==> config.mk <==
export PLATFORM = sky130hd
export DESIGN_NAME = timer_set_expiry_engine_flat
export DESIGN_NICKNAME = d
export VERILOG_FILES = /design/src/hw/rtl/tse_pkg.sv /design/src/hw/rtl/tse_if.sv /design/src/hw/rtl/timer_set_expiry_engine.sv /design/src/flat_wrapper.sv
export SDC_FILE = /design/constraint.sdc
export NUM_CORES = 2
export LEC_CHECK = 0
export ABC_AREA = 0
export BUFFER_PORTS_ARGS = -buffer_cell sky130_fd_sc_hd__buf_2
export CORE_UTILIZATION = 35
export CTS_CLUSTER_SIZE = 12
export DETAILED_ROUTE_END_ITERATION = 16
export PLACE_DENSITY = 0.6
export SLEW_MARGIN = 40
export SYNTH_ARGS = -nofsm -noshare
export SYNTH_HDL_FRONTEND = slang
export SYNTH_SLANG_ARGS = --single-unit
export TNS_END_PERCENT = 1
==> constraint.sdc <==
create_clock -name clk -period 8.5 [get_ports clk]
set_input_delay 1.7 -clock clk [delete_from_list [all_inputs] [get_ports clk]]
set_output_delay 1.7 -clock clk [all_outputs]
set_load 0.03 [all_outputs]
==> src/hw/rtl/tse_pkg.sv <==
// Shared constants, codes and transfer payload types of the timer set expiry engine.
package tse_pkg;

  localparam int TIMER_SLOTS = 16;
  localparam int MAX_RESULTS = 16;
  localparam int SLOT_W      = $clog2(TIMER_SLOTS);
  localparam int RES_IDX_W   = $clog2(MAX_RESULTS);
  localparam int CNT_W       = $clog2(MAX_RESULTS + 1);
  localparam int TIME_W      = 48;
  localparam int ID_W        = 32;
  localparam int IVL_W       = 32;

  typedef logic [1:0] op_t;
  localparam op_t OP_ADD   = 2'd0;
  localparam op_t OP_ERASE = 2'd1;
  localparam op_t OP_TICK  = 2'd2;

  typedef logic [1:0] status_t;
  localparam status_t ST_OK        = 2'd0;
  localparam status_t ST_FULL      = 2'd1;
  localparam status_t ST_NOT_FOUND = 2'd2;

  typedef struct packed {
    op_t               operation;
    logic [TIME_W-1:0] expiry_time;
    logic [IVL_W-1:0]  repeat_interval_ms;
    logic [ID_W-1:0]   cancel_id;
    logic [TIME_W-1:0] now_time;
  } in_item_t;

  typedef struct packed {
    status_t           status;
    logic [ID_W-1:0]   timer_id_out;
    logic              fired;
    logic              last;
    logic [TIME_W-1:0] next_expiry;
    logic              armed;
  } out_item_t;

endpackage

==> src/hw/rtl/tse_if.sv <==
// Valid/ready channel interfaces for the input and result transfers.
interface tse_in_if import tse_pkg::*; ();
  logic     valid;
  logic     ready;
  in_item_t data;

  modport source (output valid, output data, input ready);
  modport sink (input valid, input data, output ready);
endinterface

interface tse_out_if import tse_pkg::*; ();
  logic      valid;
  logic      ready;
  out_item_t data;

  modport source (output valid, output data, input ready);
  modport sink (input valid, input data, output ready);
endinterface

==> src/hw/rtl/timer_set_expiry_engine.sv <==
// Timer table with add, erase and tick operations, built around one sequential slot scanner.
// The block takes one operation at a time and holds ready low until its last result transfer.
// Every pass walks the table one slot per cycle through a single slot index. An add or erase
// runs one lookup pass, then a pass that finds the earliest pending expiry, then one result
// transfer. A tick that fires k timers runs k + 1 lookup passes before that pass and emits
// max(k, 1) result transfers. Ready returns in the cycle after the last result transfer,
// and a stalled result transfer holds the block until it is taken. Up to MAX_RESULTS
// timers fire in one tick; due timers beyond that stay pending for a later tick.
module timer_set_expiry_engine import tse_pkg::*; (
  input  logic      clk,
  input  logic      rst,
  tse_in_if.sink    in_ch,
  tse_out_if.source out_ch
);

  typedef enum logic [4:0] {
    S_IDLE  = 5'b00001,
    S_SCAN  = 5'b00010,
    S_APPLY = 5'b00100,
    S_FIN   = 5'b01000,
    S_EMIT  = 5'b10000
  } state_t;

  state_t state;

  logic [TIMER_SLOTS-1:0] slot_valid;
  logic [TIMER_SLOTS-1:0] taken;
  logic [ID_W-1:0]        slot_timer_id [TIMER_SLOTS];
  logic [TIME_W-1:0]      slot_expiry   [TIMER_SLOTS];
  logic [IVL_W-1:0]       slot_interval [TIMER_SLOTS];
  logic [ID_W-1:0]        next_id;

  in_item_t              cmd;
  logic [SLOT_W-1:0]     idx;
  logic                  found;
  logic [SLOT_W-1:0]     hit;
  logic [TIME_W-1:0]     best_exp;
  logic [ID_W-1:0]       best_id;
  logic [IVL_W-1:0]      best_ivl;
  logic [CNT_W-1:0]      cnt;
  logic [RES_IDX_W-1:0]  emit_idx;
  logic [ID_W-1:0]       rbuf [MAX_RESULTS];
  status_t               res_status;
  logic                  res_fired;
  logic                  any;
  logic [TIME_W-1:0]     earliest;

  logic              cur_valid;
  logic [ID_W-1:0]   cur_id;
  logic [TIME_W-1:0] cur_exp;
  logic              cur_due;
  logic              cur_better;
  logic              scan_end;
  logic              emit_last;
  logic [TIME_W:0]   resched_sum;
  logic [TIME_W-1:0] resched;
  logic              in_fire;
  logic              out_fire;

  assign cur_valid  = slot_valid[idx];
  assign cur_id     = slot_timer_id[idx];
  assign cur_exp    = slot_expiry[idx];
  assign cur_due    = cur_valid && !taken[idx] && (cur_exp <= cmd.now_time);
  assign cur_better = !found || (cur_exp < best_exp) ||
                      ((cur_exp == best_exp) && (cur_id < best_id));
  assign scan_end   = (idx == SLOT_W'(TIMER_SLOTS - 1));
  assign emit_last  = ((CNT_W'(emit_idx) + CNT_W'(1)) == cnt);

  assign resched_sum = {1'b0, cmd.now_time} + (TIME_W + 1)'(best_ivl);
  assign resched     = resched_sum[TIME_W] ? {TIME_W{1'b1}} : resched_sum[TIME_W-1:0];

  assign in_ch.ready  = (state == S_IDLE);
  assign in_fire      = in_ch.valid && in_ch.ready;
  assign out_ch.valid = (state == S_EMIT);
  assign out_fire     = out_ch.valid && out_ch.ready;

  assign out_ch.data.status       = res_status;
  assign out_ch.data.timer_id_out = rbuf[emit_idx];
  assign out_ch.data.fired        = res_fired;
  assign out_ch.data.last         = emit_last;
  assign out_ch.data.next_expiry  = earliest;
  assign out_ch.data.armed        = any;

  always_ff @(posedge clk) begin
    if (rst) begin
      state      <= S_IDLE;
      slot_valid <= '0;
      taken      <= '0;
      next_id    <= ID_W'(1);
      idx        <= '0;
      found      <= 1'b0;
      cnt        <= '0;
      emit_idx   <= '0;
      any        <= 1'b0;
    end else begin
      unique case (state)
        S_IDLE: begin
          if (in_fire) begin
            state <= S_SCAN;
            idx   <= '0;
            found <= 1'b0;
            taken <= '0;
            cnt   <= '0;
          end
        end
        S_SCAN: begin
          unique case (cmd.operation)
            OP_ADD: begin
              if (!found && !cur_valid) begin
                found <= 1'b1;
              end
            end
            OP_ERASE: begin
              if (!found && cur_valid && (cur_id == cmd.cancel_id)) begin
                found <= 1'b1;
              end
            end
            OP_TICK: begin
              if (cur_due && cur_better) begin
                found <= 1'b1;
              end
            end
            default: begin
            end
          endcase
          if (scan_end) begin
            state <= S_APPLY;
          end
          idx <= idx + SLOT_W'(1);
        end
        S_APPLY: begin
          idx <= '0;
          any <= 1'b0;
          unique case (cmd.operation)
            OP_ADD: begin
              if (found) begin
                slot_valid[hit] <= 1'b1;
                next_id         <= next_id + ID_W'(1);
              end
              cnt   <= CNT_W'(1);
              state <= S_FIN;
            end
            OP_ERASE: begin
              if (found) begin
                slot_valid[hit] <= 1'b0;
              end
              cnt   <= CNT_W'(1);
              state <= S_FIN;
            end
            OP_TICK: begin
              if (found && (cnt < CNT_W'(MAX_RESULTS))) begin
                taken[hit] <= 1'b1;
                if (best_ivl == '0) begin
                  slot_valid[hit] <= 1'b0;
                end
                cnt   <= cnt + CNT_W'(1);
                found <= 1'b0;
                state <= S_SCAN;
              end else begin
                if (cnt == '0) begin
                  cnt <= CNT_W'(1);
                end
                state <= S_FIN;
              end
            end
            default: begin
              cnt   <= CNT_W'(1);
              state <= S_FIN;
            end
          endcase
        end
        S_FIN: begin
          if (slot_valid[idx] && (!any || (slot_expiry[idx] < earliest))) begin
            any <= 1'b1;
          end
          if (scan_end) begin
            state    <= S_EMIT;
            emit_idx <= '0;
          end
          idx <= idx + SLOT_W'(1);
        end
        S_EMIT: begin
          if (out_fire) begin
            if (emit_last) begin
              state <= S_IDLE;
            end else begin
              emit_idx <= emit_idx + RES_IDX_W'(1);
            end
          end
        end
        default: begin
          state <= S_IDLE;
        end
      endcase
    end
  end

  always_ff @(posedge clk) begin
    if (in_fire) begin
      cmd        <= in_ch.data;
      res_status <= ST_OK;
      res_fired  <= 1'b0;
    end
    if (state == S_SCAN) begin
      unique case (cmd.operation)
        OP_ADD: begin
          if (!found && !cur_valid) begin
            hit <= idx;
          end
        end
        OP_ERASE: begin
          if (!found && cur_valid && (cur_id == cmd.cancel_id)) begin
            hit <= idx;
          end
        end
        OP_TICK: begin
          if (cur_due && cur_better) begin
            hit      <= idx;
            best_exp <= cur_exp;
            best_id  <= cur_id;
            best_ivl <= slot_interval[idx];
          end
        end
        default: begin
        end
      endcase
    end
    if (state == S_APPLY) begin
      earliest <= '0;
      unique case (cmd.operation)
        OP_ADD: begin
          if (found) begin
            slot_timer_id[hit] <= next_id;
            slot_expiry[hit]   <= cmd.expiry_time;
            slot_interval[hit] <= cmd.repeat_interval_ms;
            rbuf[0]            <= next_id;
          end else begin
            rbuf[0]    <= '0;
            res_status <= ST_FULL;
          end
        end
        OP_ERASE: begin
          rbuf[0] <= '0;
          if (!found) begin
            res_status <= ST_NOT_FOUND;
          end
        end
        OP_TICK: begin
          if (found && (cnt < CNT_W'(MAX_RESULTS))) begin
            rbuf[cnt[RES_IDX_W-1:0]] <= best_id;
            slot_expiry[hit]         <= resched;
            res_fired                <= 1'b1;
          end else if (cnt == '0) begin
            rbuf[0] <= '0;
          end
        end
        default: begin
          rbuf[0] <= '0;
        end
      endcase
    end
    if (state == S_FIN) begin
      if (slot_valid[idx] && (!any || (slot_expiry[idx] < earliest))) begin
        earliest <= slot_expiry[idx];
      end
    end
  end

  a_no_overlap: assert property (@(posedge clk) disable iff (rst)
    in_ch.ready |-> !out_ch.valid)
    else $error("input taken while results are pending");

  a_count_range: assert property (@(posedge clk) disable iff (rst)
    out_ch.valid |-> (cnt != '0) && (cnt <= CNT_W'(MAX_RESULTS)))
    else $error("result count out of range");

  a_armed_match: assert property (@(posedge clk) disable iff (rst)
    out_ch.valid |-> (out_ch.data.armed == (|slot_valid)))
    else $error("armed flag disagrees with the table");

  a_fired_ok: assert property (@(posedge clk) disable iff (rst)
    out_ch.valid && out_ch.data.fired |-> (out_ch.data.status == ST_OK))
    else $error("fired result with error status");

  a_id_advance: assert property (@(posedge clk) disable iff (rst)
    !$past(rst) && (next_id != $past(next_id)) |->
      $past(state == S_APPLY) && $past(cmd.operation == OP_ADD))
    else $error("id counter moved outside an add");

endmodule

==> src/flat_wrapper.sv <==
// flat-port wrapper written by rule: the top's interface ports become plain ports
module timer_set_expiry_engine_flat import tse_pkg::*;
  (clk, rst, in_ch_valid, in_ch_data, in_ch_ready, out_ch_valid, out_ch_data, out_ch_ready);
  tse_in_if in_ch_i ();
  tse_out_if out_ch_i ();
  input  logic clk;
  input  logic rst;
  input wire logic [$bits(in_ch_i.valid)-1:0] in_ch_valid;
  input wire logic [$bits(in_ch_i.data)-1:0] in_ch_data;
  output wire logic [$bits(in_ch_i.ready)-1:0] in_ch_ready;
  output wire logic [$bits(out_ch_i.valid)-1:0] out_ch_valid;
  output wire logic [$bits(out_ch_i.data)-1:0] out_ch_data;
  input wire logic [$bits(out_ch_i.ready)-1:0] out_ch_ready;
  assign in_ch_i.valid = in_ch_valid;
  assign in_ch_i.data = in_ch_data;
  assign in_ch_ready = in_ch_i.ready;
  assign out_ch_valid = out_ch_i.valid;
  assign out_ch_data = out_ch_i.data;
  assign out_ch_i.ready = out_ch_ready;
  timer_set_expiry_engine u_core (.clk(clk), .rst(rst), .in_ch(in_ch_i), .out_ch(out_ch_i));
endmodule
## After elaboration in Yosys (flattened, before gate mapping)

Memory sizes are Yosys's and may differ from the RTL's. A register that Yosys moved wholly into a read port is not among the register bits.
Index checks and enable logic that the tools add are counted.

| storage, ports and cells | value |
|---|---|
| word-level logic and storage cells | 219 |
| memories | 4 |
| flip-flop bits (word level) | 381 |
| output and inout port bits | 87 |
| input bits | 166 |
| RAM bits | 2304 |

| cells by class | value |
|---|---|
| eq/ne operators | 32 |
| muxes and demuxes | 98 |
| order comparisons | 8 |
| reduce and logical (&&, ||, !) cells | 42 |
| add/sub/neg operators | 6 |
| bitwise logic cells | 9 |

Memory list:

| memory | depth | width | rd ports | clocked after memory_dff | write ports | line | source |
|---|---|---|---|---|---|---|---|
| u_core.slot_expiry | 16 | 48 | 1 | 1 | 1 | timer_set_expiry_engine.sv:29 | `logic [TIME_W-1:0] slot_expiry [TIMER_SLOTS];` |
| u_core.rbuf | 16 | 32 | 1 | 1 | 1 | timer_set_expiry_engine.sv:42 | `logic [ID_W-1:0] rbuf [MAX_RESULTS];` |
| u_core.slot_interval | 16 | 32 | 1 | 1 | 1 | timer_set_expiry_engine.sv:30 | `logic [IVL_W-1:0] slot_interval [TIMER_SLOTS];` |
| u_core.slot_timer_id | 16 | 32 | 1 | 1 | 1 | timer_set_expiry_engine.sv:28 | `logic [ID_W-1:0] slot_timer_id [TIMER_SLOTS];` |

Operator list:

| cell | count |
|---|---|
| $mux 48 | 5 |
| $mux 32 | 5 |
| $mux 16 | 7 |
| $lt 48x48->1 | 2 |
| $mux 4 | 15 |
| $mux 5 | 10 |
| $add 48x32->49 | 1 |
| $eq 48x48->1 | 1 |
| $le 48x48->1 | 1 |
| $pmux 16 s3 | 1 |
| $mux 1 | 38 |
| $add 32x1->32 const B | 1 |
| $eq 32x32->1 | 1 |
| $logic_not 32->1 | 1 |
| $lt 32x32->1 | 1 |
| $or 16x16->16 | 2 |
| $pmux 16 s2 | 1 |
| $reduce_or 32->1 | 1 |
| $pmux 5 s5 | 1 |
| $pmux 4 s3 | 2 |
| $ne 2x1->1 const B | 10 |
| $and 16x16->16 | 1 |
| $not 16->16 | 1 |
| $logic_and 1x1->1 | 12 |
| 41 further kinds | 74 |

## Logic depth before layout (Yosys ltp)

| depth | value |
|---|---|
| depth after elaboration | 9 |
| mapped depth | 21 |
| gate-level depth less buffers | 14 |

## Least setup slack after synthesis

Ideal clock, no wire load.

| timing | value |
|---|---|
| path type | register to register |
| start | reg with a tool-made name |
| end | reg u_core.best_exp[0], enable pin |
| path slack | 233 ps |
| buffers on the path | 7 |
| data required time | 8015 ps |
| arrival time | 7783 ps |
| setup time | 485 ps |
| stages on the path, launching flop included | 19 |
| clock period less this slack | 8267 ps |
| path through | dfxtp_1 -> buf_4 -> buf_6 -> buf_4 -> buf_4 -> buf_4 -> buf_2 -> buf_2 -> mux4_2 -> mux4_2 -> ha_1 -> nand4_1 -> or4_1 -> nor4_1 -> o2111ai_1 -> a2111oi_0 -> a21oi_1 -> a211oi_1 -> and3_1 |

RTL lines:

| item | line | source |
|---|---|---|
| end signal, assigned | timer_set_expiry_engine.sv:219 | `best_exp <= cur_exp;` |
| end, declared | timer_set_expiry_engine.sv:37 | `logic [TIME_W-1:0] best_exp;` |

==> run_results.csv <==
group,metric,value,unit
power,finalPower,0.03113,W
drt,finalWirelength,299900,µm
die,ios,253,
clock_network,worstSkewPairLatency,850,ps
timing,slew_violations,0,
yosys,yosysSeqAreaShare,73.93,%
timing,hold_violations,0,
drt,ant_nets,0,
worst_setup_path,r2r_end,"u_core.best_exp[43]",
timing,fin_crit_sh,78.93,%
worst_hold_path,hold_start,"u_core.taken[4]",
timing,tns,0,ps
grt,grt_pass1_wl,423700,µm
worst_setup_path,reg2reg_depth,14,
drt,drt_iter0_drc,5890,
worst_setup_path,cp_top_family,"simple AND/OR/NAND/NOR gates",
worst_setup_path,path_class,"flip-flop to flip-flop",
clock_network,cts-buffers-inserted,296,
drt,via_per_inst,5.449,
worst_hold_path,hold_depth,2,
grt,grt_pass1_vias,56800,
clock_network,ctsResizeCount,0,
timing,worstMarginPinSlew,887.8,ps
drt,first_pass_iters,14,
yosys,yosys-top-cells-area,"edfxtp_1 71%, mux4_2 14%, dfxtp_1 2.6%",
placed_design,io_buffers,252,
yosys,synth_edf_count,2582,
worst_setup_path,r2r_setup_slack,1790,ps
yosys,async_flop_share,0,%
power,pwr-share-comb,10.8,%
power,p_leak,39.99,nW
cells_and_area,final-instance-count-excl-fill,10268,
drt,drc,0,
die,die_w,559.4,µm
power,power.switching,0.007574,W
die,core,0.3088,mm²
timing,slew_headroom,40.66,%
yosys,synthCells,5462,
job,drv_cap,0,
clock_network,cts_hold_buf,0,
power,p_seq_share,50.8,%
worst_setup_path,critical_path_buf_inv_count,3,
power,swShare,24.33,%
clock_network,h-tree-depth,5,
cells_and_area,utilization,40.59,%
drt,via_count,55946,
grt,antenna_found_initial,11,
worst_setup_path,crit_path_top_delay_cell,"or4_1",
worst_setup_path,critPathMaxFanout,38,
clock_network,cts_tree,"done",
cells_and_area,area_growth,15.28,%
die,start_util,35.21,%
timing,finalCriticalPeriod,6709,ps
yosys,synthesis.area,0.1087,mm²
yosys,synth_flop_cell,"edfxtp_1",
worst_setup_path,endpoint_kind,"flip-flop",
clock_network,numClockSinks,2725,
placed_design,routabilityCongestion,0.8657,
clock_network,path_clk_slew,60,ps
worst_setup_path,worstPathCellList,"buf_12 > mux4_2 > mux4_2 > ha_1 > nand4_1 > or4_1 > nor4_1 > o2111ai_1 > a2111oi_0 > buf_4 > a21oi_1 > a211oi_1 > and3_4 > buf_12",
worst_hold_path,hold_end,"u_core.taken[4]",
yosys,yosysTopAreaCell,"edfxtp_1",
grt,track_usage,18.84,%
timing,rsz0062_at_grt,"false",
power,peakVddDrop,0.1578,mV
clock_network,clk_path_buf_depth,4,
cells_and_area,final_nets,6325,
die,rows,204,
worst_setup_path,max_stage_delay,800,ps
power,power_density,248.3,mW/mm²
placed_design,placed_area,0.1164,mm²
timing,clock_skew,55.43,ps
grt,global_route.overflow_total,0,
yosys,syn_nets,5844,
yosys,yosys_warnings,0,
timing,fmax,149.0,MHz
placed_design,placedCellCount,9760,
status,outcome,"finished, final reports clean",
power,clkPwrFrac,38.4,%
drt,wl_per_cell,29.21,µm
yosys,ys_ff_latch,2725,
power,internal-power,0.02355,W
cells_and_area,final_area,0.1254,mm²
yosys,ys_types,79,
clock_network,cts-root-buf,"clkbuf_16",
timing,setup_violations,0,
cells_and_area,drive_gt1_share,26.25,%
worst_setup_path,start_kind,"flip-flop",
worst_hold_path,hold_path.class,"flip-flop to flip-flop",
clock_network,post_cts_buffers,0,
yosys,synth.avg_cell_area,19.91,µm²
worst_setup_path,cp_data_arrival_time,7230,ps
grt,grt_max_degree,119,
placed_design,dp_hpwl,180700,µm
die,die-height,559.4,µm
die,dieArea,0.3129,mm²
worst_setup_path,required,9020,ps
yosys,yosys.area.top_type_share,71.30,%
## cell usage after synthesis (all sizes together), types with 11 or more instances
library cell,instances
a31oi,12
a21oi,165
a22oi,20
o21ai,115
nor2b,18
nand4,54
and3,21
a22o,49
clkbuf,148
inv,207
nor2,213
mux2i,54
nand3,53
or3,20
dfxtp,143
nand3b,13
mux4,685
a211oi,25
nor3,31
xor2,46
a2111oi,11
xnor2,51
o21a,13
nor4,23
nand2b,21
ha,215
o211ai,26
nand2,155
a21o,46
buf,86
edfxtp,2582
a311oi,16
## power groups by stage
stage	Sequential, W	Combinational, W	Clock (W)
floorplan	0.0158	0.00235	0
global placement	0.0161	0.00328	0
detailed placement	0.0161	0.00336	0
CTS	0.0158	0.00337	0.0122
global route	0.0158	0.00364	0.0127
finish	0.0158	0.00336	0.0119
## per-layer routing
metal	track usage (%)	wire length [µm]
met1	24.79	122200
met2	31.53	147500
met3	2.683	17990
met4	7.372	12190
met5	0	13
## layout by cell type, fill, tap and decap left out, types with 31 or more instances in the layout
cell       synthesis  final
edfxtp_1        2582   2582
mux4_2           684    684
clkbuf_16          0    302
buf_2             43    257
ha_1             215    215
inv_1            206    204
nor2_1           213    166
nand2_1          155    154
a21oi_1          165    140
dfxtp_1          143    128
buf_4             10    109
clkbuf_1         148     86
o21ai_0          113     83
mux2i_1           54     54
nand4_1           54     54
nand3_1           53     51
xnor2_1           51     51
a22o_1            49     49
nor2_4             0     47
a21o_1            46     46
xor2_1            46     46
clkinv_1           1     39
clkinv_2           0     31
## metrics by stage
stage                     setup WS (ps)  hold WS [ps]
after global placement             1624         442.8
final                              1791         462.6
after detailed placement           1419         449.0
after floorplan                   232.7         422.8
after global routing               1637         485.0
after CTS                          1375         463.5
## worst register-to-register path: stages (launching register included)
cell	delay, ps
dfxtp_4	750
buf_12	420
mux4_2	590
mux4_2	560
ha_1	340
nand4_1	180
or4_1	800
nor4_1	630
o2111ai_1	200
a2111oi_0	530
buf_4	250
a21oi_1	50
a211oi_1	290
and3_4	440
buf_12	280
## layout make-up
| cell class | instances | area [µm²] |
|---|---|---|
| fillers | 27225 | 183500 |
| flip-flops and latches | 2725 | 80440 |
| multi-input cells | 2295 | 27230 |
| clock buffers | 398 | 8018 |
| well taps | 4120 | 5155 |
| repair buffers | 417 | 2942 |
| inverters | 208 | 795.8 |
| clock inverters | 97 | 759.5 |
| diodes | 8 | 20.02 |
## logic make-up (layout without fill, tap and decap cells)
kind of cell | count (synthesis) | count (layout) | share of synthesized area [%]
AOI/OAI and AO/OA | 585 | 585 | 3.561
muxes | 744 | 744 | 14.74
xor gates and xnor gates | 97 | 97 | 0.7813
DFF | 2725 | 2725 | 73.93
other | 0 | 8 | 0
buffers and inverters | 442 | 1120 | 1.623
adders and majority gates | 216 | 216 | 2.492
and+or+nand+nor | 653 | 653 | 2.871
## registers in the layout, summed over array words and instances (netlist names), 16 cells and up, named ones only
| register | flops |
|---|---|
| u_core.best_exp | 48 |
| u_core.slot_interval | 512 |
| u_core.earliest | 48 |
| u_core.slot_expiry | 768 |
| u_core.best_ivl | 32 |
| u_core.rbuf | 512 |
| u_core.taken | 16 |
| u_core.next_id | 32 |
| u_core.best_id | 32 |
| u_core.cmd | 162 |
| u_core.slot_timer_id | 512 |
## worst max-delay path by stage
stage                   start                   to  slack, ps  depth (start not counted)
floorplan           flip-flop   u_core.best_exp[0]        230                         18
global placement    flip-flop   u_core.best_id[17]       1620                         14
finish              flip-flop  u_core.best_exp[43]       1790                         14
detailed placement  flip-flop   u_core.best_id[22]       1420                         14
CTS                 flip-flop   u_core.best_id[24]       1380                         14
global route        flip-flop  u_core.best_exp[45]       1640                         14
No activity file was read; power rests on OpenSTA's default activity.
